`src/hw/rtl/plt_pkg.sv`:
```
package plt_pkg;

    localparam int CAPACITY_DEF = 256;

    localparam int DATA_W = 32;
    localparam int CMD_W  = 3;
    localparam int POS_W  = 9;
    localparam int ST_W   = 3;

    localparam logic [CMD_W-1:0] CMD_CLEAR  = 3'd0;
    localparam logic [CMD_W-1:0] CMD_INSERT = 3'd1;
    localparam logic [CMD_W-1:0] CMD_DELETE = 3'd2;
    localparam logic [CMD_W-1:0] CMD_SET    = 3'd3;
    localparam logic [CMD_W-1:0] CMD_LOCATE = 3'd4;
    localparam logic [CMD_W-1:0] CMD_PRIOR  = 3'd5;
    localparam logic [CMD_W-1:0] CMD_NEXT   = 3'd6;

    localparam logic [ST_W-1:0] ST_OK       = 3'd0;
    localparam logic [ST_W-1:0] ST_BADPOS   = 3'd1;
    localparam logic [ST_W-1:0] ST_FULL     = 3'd2;
    localparam logic [ST_W-1:0] ST_NOTFOUND = 3'd3;
    localparam logic [ST_W-1:0] ST_NOPRIOR  = 3'd4;
    localparam logic [ST_W-1:0] ST_NONEXT   = 3'd5;

    typedef struct packed {
        logic [CMD_W-1:0]         command;
        logic [POS_W-1:0]         position;
        logic signed [DATA_W-1:0] value;
    } t_in_beat;

    typedef struct packed {
        logic [ST_W-1:0]          status;
        logic signed [DATA_W-1:0] data_out;
        logic [POS_W-1:0]         found_position;
        logic [POS_W-1:0]         list_length;
        logic                     is_empty;
    } t_out_beat;

endpackage

```
`src/hw/rtl/plt_ctrl.sv`:
```
module plt_ctrl #(
    parameter int CAPACITY = plt_pkg::CAPACITY_DEF,
    localparam int AW = $clog2(CAPACITY)
) (
    input  logic                      i_clk,
    input  logic                      i_rst_n,
    input  logic                      i_in_valid,
    output logic                      o_in_stall,
    input  plt_pkg::t_in_beat         i_in,
    output logic                      o_res_valid,
    input  logic                      i_res_take,
    output plt_pkg::t_out_beat        o_res,
    output logic                      o_ram_we,
    output logic [AW-1:0]             o_ram_waddr,
    output logic [plt_pkg::DATA_W-1:0] o_ram_wdata,
    output logic [AW-1:0]             o_ram_raddr,
    input  logic [plt_pkg::DATA_W-1:0] i_ram_rdata
);

    import plt_pkg::*;

    localparam int CW = $clog2(CAPACITY + 1);
    localparam int XW = ((CW > POS_W) ? CW : POS_W) + 1;

    localparam logic [2:0] S_IDLE = 3'd0;
    localparam logic [2:0] S_MOVE = 3'd1;
    localparam logic [2:0] S_SCAN = 3'd2;
    localparam logic [2:0] S_SETR = 3'd3;
    localparam logic [2:0] S_SETW = 3'd4;
    localparam logic [2:0] S_INSW = 3'd5;
    localparam logic [2:0] S_RES  = 3'd6;

    logic [2:0]        r_state, n_state;
    logic [CW-1:0]     r_count, n_count;
    logic [CMD_W-1:0]  r_cmd, n_cmd;
    logic [CW-1:0]     r_base, n_base;
    logic [DATA_W-1:0] r_val, n_val;
    logic [CW-1:0]     r_ptr, n_ptr;
    logic              r_more, n_more;
    logic              r_down, n_down;
    logic              r_dv, n_dv;
    logic [CW-1:0]     r_didx, n_didx;
    logic [DATA_W-1:0] r_prev, n_prev;
    logic              r_nwait, n_nwait;
    logic [ST_W-1:0]   r_status, n_status;
    logic [DATA_W-1:0] r_data, n_data;
    logic [POS_W-1:0]  r_fpos, n_fpos;

    logic [XW-1:0]     pos_x;
    logic [XW-1:0]     cnt_x;
    logic [XW-1:0]     didx_p1;
    logic [CW-1:0]     didx_up;
    logic [CW-1:0]     didx_dn;
    logic [CW-1:0]     lim;
    logic              issue;
    logic              hit;

    assign pos_x   = XW'(i_in.position);
    assign cnt_x   = XW'(r_count);
    assign didx_p1 = XW'(r_didx) + 1'b1;
    assign didx_up = r_didx + 1'b1;
    assign didx_dn = r_didx - 1'b1;
    // insert walks down to the insert slot, delete and search walk up to the tail
    assign lim     = r_down ? r_base : r_count - 1'b1;
    assign issue   = (r_state == S_MOVE || r_state == S_SCAN) && r_more;
    assign hit     = (i_ram_rdata == r_val);

    // Reads run one entry ahead of the writes: an insert writes k+1 while reading
    // k-1, a delete writes k-1 while reading k+1, so read and write never collide.
    always_comb begin
        n_state     = r_state;
        n_count     = r_count;
        n_cmd       = r_cmd;
        n_base      = r_base;
        n_val       = r_val;
        n_ptr       = r_ptr;
        n_more      = r_more;
        n_down      = r_down;
        n_dv        = issue;
        n_didx      = r_ptr;
        n_prev      = r_prev;
        n_nwait     = r_nwait;
        n_status    = r_status;
        n_data      = r_data;
        n_fpos      = r_fpos;
        o_ram_we    = 1'b0;
        o_ram_waddr = r_base[AW-1:0];
        o_ram_wdata = r_val;

        if (issue) begin
            if (r_ptr == lim) begin
                n_more = 1'b0;
            end else if (r_down) begin
                n_ptr = r_ptr - 1'b1;
            end else begin
                n_ptr = r_ptr + 1'b1;
            end
        end
        if (r_dv) begin
            n_prev = i_ram_rdata;
        end

        case (r_state)
            S_IDLE: begin
                if (i_in_valid) begin
                    n_cmd    = i_in.command;
                    n_val    = i_in.value;
                    n_status = ST_OK;
                    n_data   = '0;
                    n_fpos   = '0;
                    n_nwait  = 1'b0;
                    n_base   = CW'(pos_x - 1'b1);
                    n_state  = S_RES;
                    case (i_in.command)
                        CMD_CLEAR: begin
                            n_count = '0;
                        end
                        CMD_INSERT: begin
                            if (pos_x == '0 || pos_x > cnt_x + 1'b1) begin
                                n_status = ST_BADPOS;
                            end else if (cnt_x == XW'(CAPACITY)) begin
                                n_status = ST_FULL;
                            end else if (pos_x == cnt_x + 1'b1) begin
                                n_state = S_INSW;
                            end else begin
                                n_state = S_MOVE;
                                n_down  = 1'b1;
                                n_more  = 1'b1;
                                n_ptr   = r_count - 1'b1;
                            end
                        end
                        CMD_DELETE: begin
                            if (pos_x == '0 || pos_x > cnt_x) begin
                                n_status = ST_BADPOS;
                            end else begin
                                n_state = S_MOVE;
                                n_down  = 1'b0;
                                n_more  = 1'b1;
                                n_ptr   = CW'(pos_x - 1'b1);
                            end
                        end
                        CMD_SET: begin
                            if (pos_x == '0 || pos_x > cnt_x) begin
                                n_status = ST_BADPOS;
                            end else begin
                                n_state = S_SETR;
                                n_ptr   = CW'(pos_x - 1'b1);
                            end
                        end
                        CMD_LOCATE, CMD_PRIOR, CMD_NEXT: begin
                            if (r_count == '0) begin
                                n_status = ST_NOTFOUND;
                            end else begin
                                n_state = S_SCAN;
                                n_down  = 1'b0;
                                n_more  = 1'b1;
                                n_ptr   = '0;
                            end
                        end
                        default: begin
                        end
                    endcase
                end
            end
            S_MOVE: begin
                if (r_dv) begin
                    if (r_down) begin
                        o_ram_we    = 1'b1;
                        o_ram_waddr = didx_up[AW-1:0];
                        o_ram_wdata = i_ram_rdata;
                    end else if (r_didx == r_base) begin
                        n_data = i_ram_rdata;
                    end else begin
                        o_ram_we    = 1'b1;
                        o_ram_waddr = didx_dn[AW-1:0];
                        o_ram_wdata = i_ram_rdata;
                    end
                    if (r_didx == lim) begin
                        if (r_down) begin
                            n_state = S_INSW;
                        end else begin
                            n_count = r_count - 1'b1;
                            n_state = S_RES;
                        end
                    end
                end
            end
            S_INSW: begin
                o_ram_we = 1'b1;
                n_count  = r_count + 1'b1;
                n_state  = S_RES;
            end
            S_SETR: begin
                n_state = S_SETW;
            end
            S_SETW: begin
                n_data   = i_ram_rdata;
                o_ram_we = 1'b1;
                n_state  = S_RES;
            end
            S_SCAN: begin
                if (r_dv) begin
                    if (r_nwait) begin
                        // beat after the match carries the following entry
                        n_data  = i_ram_rdata;
                        n_state = S_RES;
                    end else if (hit) begin
                        case (r_cmd)
                            CMD_LOCATE: begin
                                n_fpos  = didx_p1[POS_W-1:0];
                                n_state = S_RES;
                            end
                            CMD_PRIOR: begin
                                if (r_didx == '0) begin
                                    n_status = ST_NOPRIOR;
                                end else begin
                                    n_data = r_prev;
                                end
                                n_state = S_RES;
                            end
                            default: begin
                                if (r_didx == lim) begin
                                    n_status = ST_NONEXT;
                                    n_state  = S_RES;
                                end else begin
                                    n_nwait = 1'b1;
                                end
                            end
                        endcase
                    end else if (r_didx == lim) begin
                        n_status = ST_NOTFOUND;
                        n_state  = S_RES;
                    end
                end
            end
            S_RES: begin
                if (i_res_take) begin
                    n_state = S_IDLE;
                end
            end
            default: begin
                n_state = S_IDLE;
            end
        endcase
    end

    always_ff @(posedge i_clk) begin
        if (!i_rst_n) begin
            r_state <= S_IDLE;
            r_count <= '0;
            r_more  <= 1'b0;
            r_dv    <= 1'b0;
            r_nwait <= 1'b0;
        end else begin
            r_state <= n_state;
            r_count <= n_count;
            r_more  <= n_more;
            r_dv    <= n_dv;
            r_nwait <= n_nwait;
        end
    end

    always_ff @(posedge i_clk) begin
        r_cmd    <= n_cmd;
        r_base   <= n_base;
        r_val    <= n_val;
        r_ptr    <= n_ptr;
        r_down   <= n_down;
        r_didx   <= n_didx;
        r_prev   <= n_prev;
        r_status <= n_status;
        r_data   <= n_data;
        r_fpos   <= n_fpos;
    end

    logic [XW-1:0] len_x;
    assign len_x = XW'(r_count);

    assign o_in_stall           = (r_state != S_IDLE);
    assign o_res_valid          = (r_state == S_RES);
    assign o_res.status         = r_status;
    assign o_res.data_out       = r_data;
    assign o_res.found_position = r_fpos;
    assign o_res.list_length    = len_x[POS_W-1:0];
    assign o_res.is_empty       = (r_count == '0);
    assign o_ram_raddr          = r_ptr[AW-1:0];

endmodule

```
`config.mk`:
```
export PLATFORM = sky130hd
export DESIGN_NAME = plt_ctrl
export DESIGN_NICKNAME = d
export VERILOG_FILES = /design/src/hw/rtl/plt_pkg.sv /design/src/hw/rtl/plt_ctrl.sv
export SDC_FILE = /design/constraint.sdc
export NUM_CORES = 1
export LEC_CHECK = 0
export BUFFER_PORTS_ARGS = -buffer_cell sky130_fd_sc_hd__buf_2
export CORE_UTILIZATION = 50
export CTS_BUF_LIST = sky130_fd_sc_hd__clkbuf_8 sky130_fd_sc_hd__clkbuf_16
export CTS_CLUSTER_SIZE = 30
export DETAILED_ROUTE_END_ITERATION = 6
export PLACE_DENSITY_LB_ADDON = 0.12
export REMOVE_ABC_BUFFERS = 1
export SYNTH_ARGS = -nofsm -noshare
export SYNTH_HDL_FRONTEND = slang
export SYNTH_SLANG_ARGS = --single-unit
```
`constraint.sdc`:
```
create_clock -name i_clk -period 5.3 [get_ports i_clk]
set_clock_uncertainty 0.15 [all_clocks]
set_input_delay 0.265 -clock i_clk [delete_from_list [all_inputs] [get_ports i_clk]]
set_output_delay 0.265 -clock i_clk [all_outputs]
set_load 0.03 [all_outputs]
```
[Yosys cells after proc, flatten, opt, wreduce, memory -nomap -nowiden]
Cells that the tools add are included.
Word-level totals
  register bits: 154
  word-level logic and storage cells: 196
  input port bits: 80
  output and inout port bits: 105
Cells by class
  magnitude comparators: 2
  reductions and logical operators: 26
  equal/unequal tests: 43
  muxes and demuxes: 101
  $add $sub $neg: 9
Operator list (count)
  32-bit two-way mux: 13
  9-bit two-way mux: 21
  32-bit one-hot mux with 4 select lines: 1
  3-bit two-way mux: 22
  9-bit one-hot mux with 3 select lines: 2
  32-bit equality test: 1
  8-bit two-way mux: 4
  9-bit by 1-bit adder with 9-bit output, second input constant: 3
  9-bit equality test: 3
  9-bit by 1-bit subtractor with 9-bit output, second input constant: 3
  3-bit equality test, second input constant: 8
  1-bit two-way mux: 24
  2-bit != test, second input constant: 11
  9-bit zero test: 2
  3-bit one-hot mux with 6 select lines: 1
  9-bit one-hot mux with 2 select lines: 1
  8-bit AND reduction: 2
  3-bit by 2-bit equality test with 1-bit output, second input constant: 4
  3-bit one-hot mux with 2 select lines: 2
  3-bit one-hot mux with 4 select lines: 1
  6-bit AND reduction: 2
  9-bit by 1-bit adder with 10-bit output, second input constant: 1
  9-bit by 10-bit equality test with 1-bit output: 1
  9-bit by 10-bit greater-than comparator with 1-bit output: 1
  other kinds (27): 47

[Longest topological paths before layout]
Gate-level depths: netlist of run 1.
  depth in word-level cells: 11
  gate-level depth with buffers: 16

[Worst setup path after synthesis of run 1]
Ideal clock, no wire load.
  path type: register -> register
  start point: reg r_down
  end point: reg r_data[0] (enable)
  arrival time: 4.019 ns
  buffers on the path: 4
  library setup time: 0.474 ns
  cell stages (with the launch flop): 8
  slack: 0.656 ns
  period minus slack after synthesis: 4.644 ns
  path through: edfxtp_1 -> buf_2 -> clkbuf_1 -> clkbuf_1 -> buf_1 -> o21ai_0 -> a21oi_1 -> a221oi_1
On the way
  cells in the longest elaborated chain, start to end: 2
Ends and longest elaborated chain
  from (decl): RTL line plt_ctrl.sv:40  | logic r_down, n_down;
  from (signal assigned): RTL line plt_ctrl.sv:268  | r_down <= n_down;
  2-bit != test (no line)
  9-bit AND reduction (no line)
  to (signal assigned): RTL line plt_ctrl.sv:272  | r_data <= n_data;
  to (decl): RTL line plt_ctrl.sv:46  | logic [DATA_W-1:0] r_data, n_data;
Every way passes these cells.
A chain may end at the register's enable or synchronous reset.

[Final worst setup path of run 1]
  start point: reg r_count[0]
  end point: reg r_ptr[5], in the netlist n_didx[5]
On the way
  cells in the longest elaborated chain, start to end: 11
Ends and longest elaborated chain
  from (decl): RTL line plt_ctrl.sv:34  | logic [CW-1:0] r_count, n_count;
  from (signal assigned): RTL line plt_ctrl.sv:256  | r_count <= n_count;
  9-bit by 1-bit subtractor with 9-bit output: RTL line plt_ctrl.sv:64, plt_ctrl.sv:129
  9-bit two-way mux: RTL line plt_ctrl.sv:64  | assign lim = r_down ? r_base : r_count - 1'b1;
  9-bit equality test: RTL line plt_ctrl.sv:91  | if (r_ptr == lim) begin
  9-bit two-way mux: RTL line plt_ctrl.sv:91
  9-bit two-way mux: RTL line plt_ctrl.sv:90  | if (issue) begin
  9-bit two-way mux: RTL line plt_ctrl.sv:123  | end else if (pos_x == cnt_x + 1'b1) begin
  9-bit two-way mux: RTL line plt_ctrl.sv:121  | end else if (cnt_x == XW'(CAPACITY)) begin
  9-bit two-way mux: RTL line plt_ctrl.sv:119  | if (pos_x == '0 || pos_x > cnt_x + 1'b1) begin
  9-bit one-hot mux with 3 select lines: RTL line plt_ctrl.sv:114  | case (i_in.command)
  9-bit two-way mux: RTL line plt_ctrl.sv:105  | if (i_in_valid) begin
  9-bit two-way mux (*): RTL line plt_ctrl.sv:103  | case (r_state)
  via n_ptr[5]: RTL line plt_ctrl.sv:38  | logic [CW-1:0] r_ptr, n_ptr;
  to (signal assigned): RTL line plt_ctrl.sv:267  | r_ptr <= n_ptr;
  to (decl): RTL line plt_ctrl.sv:38
Mark *: on every way through the listed nets, which the timed path passes. The rest lies on a longest branch.

==> flow_summary.yaml, run 1 <==
status:
  status: "finished, final reports clean"
placement:
  gp_congestion: 0.927
  post_dp_cell_area_um2: 10200
  hpwl_um: 18500
  numPortBuffers: 184
  dp_cells: 1248
timing:
  relSlewSlack_pct: 36.0
  hold_viol: 0
  fin_crit_sh_pct: 76.3
  slew_violations: 0
  setup_viol: 0
  fin_setup_tns_ns: 0
  period_needed_ns: 4.04
  tightest_slew_ns: 0.959
  rsz0062_at_grt: "no"
  max_freq_mhz: 247
synth:
  synth_cell_types: 78
  synthXorXnorAreaFrac_pct: 9.33
  synthArstFlopShare_pct: 0
  synth_warnings: 0
  yosysTopAreaCellShare_pct: 39.5
  synth_top_family_by_area: "simple AND/OR/NAND/NOR gates"
  synth-main-ff-cell: "edfxtp_1"
  netlist_top_cells_area: "edfxtp_1 39%, dfxtp_1 7.2%, xor2_1 5.5%"
  yosys_register_bits: 154
  synth_top_cell_by_area: "edfxtp_1"
  synth_compound_area_share_pct: 14.0
  yosys.area_share.simple_pct: 15.6
  syn_area_um2: 9200
  synthMuxAreaShare_pct: 5.45
  synth_edf_count: 121
  avgSynthCellArea_um2: 10.4
  synthAdderAreaFrac_pct: 4.57
  seq_area_frac_synth_pct: 46.7
  synthCells: 887
layout:
  post_route_cells_drive_above_1_share_pct: 24.9
  final_area_um2: 11500
  n_antenna_cell: 0
  area_growth_syn_to_layout_pct: 24.7
  stdcell_count: 1345
  regArea_um2: 4300
  fillers: 1484
  multi_input_area_um2: 4530
  fin_nets: 1216
drt:
  ant_nets: 0
  wl_per_cell_um: 19.7
  first_iter_violations: 689
  num_vias: 7790
  drtPass1Iterations: 5
  vias_per_cell: 5.79
  post-route-drc-count: 0
  totalWireLength_um: 26500
flow_run:
  max_cap_viol_count: 0
die:
  fp-row-count: 49
  die_w_um: 138
  core-area_um2: 18000
  dieArea_um2: 18900
  io_pins: 185
  start_util_pct: 51.0
  die_height_um: 138
pwr:
  ir_drop_v: 0.000291
  power.clock.fraction_pct: 23.3
  total_power_mw: 5.33
  switchingPower_mw: 2.22
  leakage_nw: 4.58
  p_per_area_nw_per_um2: 464
  switching_share_pct: 41.6
  combPwrFrac_pct: 39.2
  p_int_mw: 3.11
  power_frac_seq_pct: 37.5
setup_path:
  critPathCaptureType: "flip-flop"
  worstPathRequired_ns: 5.49
  worstSetupPathType: "flip-flop to flip-flop"
  arrival_ns: 4.24
  r2r_start: "r_count[0]$_SDFFE_PN0P_"
  startpoint_type: "flip-flop"
  cp-startpoint: "r_count[0]$_SDFFE_PN0P_"
  worst-path-max-fanout: 15
  reg2reg_slack_ns: 1.26
grt:
  grt_pass1_vias: 7449
  grt_max_degree: 42
  grt_pass1_wl_um: 40200
  grt_antenna_before_repair: 0
  grt.overflow.total: 0
  track_usage_pct: 28.3
worst_hold_path:
  hold_start: "i_in[43]"
  hold_class: "input pin to flip-flop"
clock_tree:
  cts_resized: 0
  clockBufferDepth: 2
  cts_tree: "done"
  cts_setup_buffers: 0
  cts.reportedPaths.clkPinSlew_ns: 0.07
  cts_inserted_buffers: 17
  cts.hold.buffers_added: 65
  root_buffer: "clkbuf_16"
  clock_sinks: 154
  cts.htree.levels: 4
  clk_latency_ns: 0.43
## synth_stat cells, types with 3 or more instances
cell and number:
o221ai_1 7, nor2_1 88, nand2_1 50, nand4_1 12
a21oi_1 30, and3_1 13, o21a_1 5, o21ai_0 33
or4_1 3, nand3_1 30, nand2b_1 8, buf_1 5
o21ai_1 6, o211ai_1 6, a22oi_1 34, o32ai_1 5
xnor2_1 40, nor2b_1 12, o21bai_1 5, a21o_1 4
buf_2 7, mux2i_1 13, a211oi_1 3, inv_1 29
xor2_1 58, o31ai_1 3, o22ai_1 3, mux2_2 33
clkbuf_1 38, a31oi_1 6, and2_1 7, ha_1 32
a32oi_1 4, dfxtp_1 33, buf_4 11, edfxtp_1 121
or3_1 6, nor4_1 14, nor3_1 19
## cell type report
cell class,count,share of cell area (%)
Tap cell,229,2.50
Clock inverter,15,1.54
Inverter,31,1.01
Clock buffer,17,3.71
Multi-Input combinational cell,640,39.5
Sequential cell,154,37.4
Timing Repair Buffer,259,14.4
## worst max-delay path, stage by stage, from the launching register on
cell and delay (ns):
dfxtp_1 0.74, ha_1 0.34, nand3_1 0.17, nor2_1 0.29, nand3_1 0.12, xnor2_1 0.19
ha_1 0.31, and3_1 0.17, nand4_1 0.14, o21ai_1 0.11, a21o_1 0.10, nand2_1 0.12
or4_1 0.72, a2bb2oi_1 0.20, o221ai_1 0.09
## state kept, by name, indices dropped and copies added (netlist names)
register and count:
r_status 3, r_state 3, r_val 32, r_cmd 3, r_down 1, r_fpos 9
r_count 9, r_base 9, r_dv 1, r_prev 32, r_didx 9, r_nwait 1
n_didx 9, r_more 1, r_data 32
## cells in the final DEF (no fill, tap or decap), types with 30 or more instances in the layout
cell type and count:
a21oi_1 30, ha_1 32, nand2_1 50, edfxtp_1 121, mux2_2 33, buf_2 184
nor2_1 86, dfxtp_1 32, xnor2_1 40, nand3_1 30, dlygate4sd3_1 65, a22oi_1 34
o21ai_0 33, xor2_1 58
## metrics by stage
| stage | util (%) | worst slack (ns) | hold WS [ns] |
|---|---|---|---|
| final | 63.7 | 1.26 | 0.0303 |
| after global routing | 63.7 | 0.955 | 0.0343 |
| after CTS | 63.7 | 1.29 | 0.00262 |
| after detailed placement | 56.7 | 1.33 | 0.294 |
| after global placement | 56.7 | 1.50 | 0.292 |
| after floorplan | - | 0.576 | 0.214 |
## per-layer routing
metal | share of wire [%] | global-route usage (%)
met5 | 0 | 0
met1 | 42 | 35.9
met3 | 7.0 | 4.89
met2 | 48 | 47.6
met4 | 3.0 | 11.3
## power by group through the flow
stage               clock (mW)  combinational, mW  sequential, mW
finish                    1.24               2.09            2.00
global route              1.30               2.28            2.03
CTS                       1.26               2.08            1.99
detailed placement           0               2.04            2.02
global placement             0               2.02            2.01
floorplan                    0               1.10            2.28
## worst paths after layout
check / to / depth (start not counted)
worst max-delay path: n_didx[5]$_DFF_P_ / 14
worst min-delay path: r_cmd[2]$_DFFE_PP_ / 1
worst max register to register: n_didx[5]$_DFF_P_ / 14
worst min register to register: r_didx[6]$_DFF_P_ / 0
## cell families after synthesis
family,Yosys count
flops,154
xor+xnor,98
simple gates,279
buf+inv,93
fa+ha+maj,33
compound gates,184
mux,46
No activity file was read; power rests on OpenSTA's default activity.
==> run 2, diff against run 1 <==
Clock period 5.3 ns to 3.3 ns, I/O delays scaled along.
==> run 2 against run 1 <==
- cell count grew 4.4%
- critical path depth shrank 2
- sequential share of layout area shrank 1.5 points
- combinational power grew 74%
- global-route usage shrank 0.053 points
- non-clock buffer count grew 60
- utilization grew 2.8 points
- routed wire length grew 0.91%
- worst setup slack lost 1.1 ns
- largest cell class unchanged
- highest routed layer unchanged
==> flow_summary.yaml, run 2 (synthesis results as in run 1) <==
drt:
  first_iter_violations: 671
  totalWireLength_um: 26800
  ant_nets: 0
  post-route-drc-count: 0
  drtPass1Iterations: 5
  vias_per_cell: 5.73
  num_vias: 8048
  wl_per_cell_um: 19.1
setup_path:
  arrival_ns: 3.35
  critPathCaptureType: "flip-flop"
  cp_num_buf_inv: 0
  worstSetupPathType: "flip-flop to flip-flop"
  cp-startpoint: "r_count[3]$_SDFFE_PN0P_"
  worstPathRequired_ns: 3.52
  slowest_delay_ns: 0.59
  startpoint_type: "flip-flop"
  crit_family: "simple AND/OR/NAND/NOR gates"
  r2r_start: "r_count[3]$_SDFFE_PN0P_"
  path_cells: "and4_1 -> nand2_1 -> xnor2_1 -> ha_1 -> and4_1 -> o21a_1 -> o31ai_1 -> a21o_1 -> nand2_1 -> or4_4 -> a2bb2oi_1 -> o21ai_1"
  critPathSlowestCell: "or4_4"
  worst-path-max-fanout: 9
timing:
  hold_viol: 0
  setup_slack_ns: 0.165
  fin_crit_sh_pct: 95.0
  slew_violations: 0
  max_freq_mhz: 319
  setup_viol: 0
  tightest_slew_ns: 0.576
  relSlewSlack_pct: 61.3
  period_needed_ns: 3.13
status:
  status: "finished, final reports clean"
layout:
  post_route_cells_drive_above_1_share_pct: 28.9
  area_growth_syn_to_layout_pct: 30.1
  fillers: 1426
  stdcell_count: 1404
  mostFrequentLayoutCells: "184 x buf_2, 121 x edfxtp_1, 85 x nor2_1"
  n_antenna_cell: 0
  fin_nets: 1276
  mostFrequentLayoutCell: "buf_2"
  reg.largest.list: "r_data: 32 flops, r_prev: 32 flops, r_val: 32 flops"
die:
  dieArea_um2: 18900
  start_util_pct: 51.0
  core-area_um2: 18000
  io_pins: 185
  die_height_um: 138
  fp-row-count: 49
  die_w_um: 138
clock_tree:
  cts.reportedPaths.clkPinSlew_ns: 0.07
  cts.htree.levels: 4
  clockBufferDepth: 2
  clk_latency_ns: 0.43
  cts_tree: "done"
  clock_sinks: 154
  root_buffer: "clkbuf_16"
  cts_inserted_buffers: 17
grt:
  grt_pass1_wl_um: 40300
  grt_pass1_vias: 7553
  grt_antenna_before_repair: 0
  track_usage_pct: 28.2
  grt.overflow.total: 0
  grt_max_degree: 35
pwr:
  p_int_mw: 5.05
  power_frac_seq_pct: 35.6
  p_per_area_nw_per_um2: 722
  power.clock.fraction_pct: 22.4
  ir_drop_v: 0.000379
  switchingPower_mw: 3.59
  total_power_mw: 8.64
  switching_share_pct: 41.5
  combPwrFrac_pct: 42.0
  leakage_nw: 4.86
worst_hold_path:
  hold_start: "i_in_valid"
  hold_class: "input pin to flip-flop"
placement:
  numPortBuffers: 184
  pre_cts_slack_ns: 0.0522
  dp_cells: 1298
  gp_congestion: 0.940
  hpwl_um: 19200
flow_run:
  max_cap_viol_count: 0
## run 2: path summary, 6_finish.rpt
check	cells after the start	slack, ns	to
worst min-delay path	4	0.03	r_nwait$_SDFFE_PN0P_
worst max register to register	12	0.17	n_didx[6]$_DFF_P_
worst max-delay path	12	0.17	n_didx[6]$_DFF_P_
worst min register to register	0	0.33	r_didx[6]$_DFF_P_
## run 2: layout make-up
type                    count  area [um^2]  area share (%)
well taps                 229          287            2.39
multi-input cells         640         4550            38.0
flip-flops and latches    154         4300            35.9
repair buffers            319         2140            17.9
clock inverters            14          160            1.34
inverters                  31          116           0.972
clock buffers              17          425            3.55
## run 2: metal layers
metal	vias up	wire, um	part of all wire [%]	global-route usage [%]
li1	3828	-	-	-
met1	3835	11300	42	36.9
met2	329	12800	48	46.7
met3	56	1930	7.2	4.93
met4	0	730	2.7	10.2
met5	-	0	0	0
## run 2: power by group through the flow
| stage | clock network [mW] | registers, mW | logic (mW) |
|---|---|---|---|
| floorplan | 0 | 3.66 | 1.77 |
| global placement | 0 | 3.11 | 3.49 |
| detailed placement | 0 | 3.12 | 3.52 |
| CTS | 1.96 | 3.08 | 3.61 |
| global route | 2.03 | 3.13 | 3.94 |
| finish | 1.93 | 3.08 | 3.63 |
## run 2: repair_timing
| action | in CTS | in global routing |
|---|---|---|
| buffers inserted | 1 | 3 |
| hold buffers | 71 | 0 |
| setup endpoints to repair | 36 | 52 |
| endpoints found under the hold margin | 97 | 0 |
| pin swaps | 2 | 3 |
| gates resized for setup | 1 | 9 |
## run 2: tightest hold or removal path, cell delays in order
cell and delay [ns]:
buf_2 0.12, nand2_1 0.12, nand2_1 0.09, a21oi_1 0.05
## run 2: stage by stage
stage / hold WS [ns] / TNS (ns) / utilization (%) / instance area (um^2)
finish: 0.0325 / 0 / 66.4 / 12000
detailed placement: 0.193 / 0 / 58.9 / 10600
CTS: 0.00746 / 0 / 66.2 / 11900
global placement: 0.192 / 0 / 58.9 / 10600
global route: 0.0343 / -0.00820 / 66.4 / 12000
floorplan: 0.114 / -79.65 / - / 8910
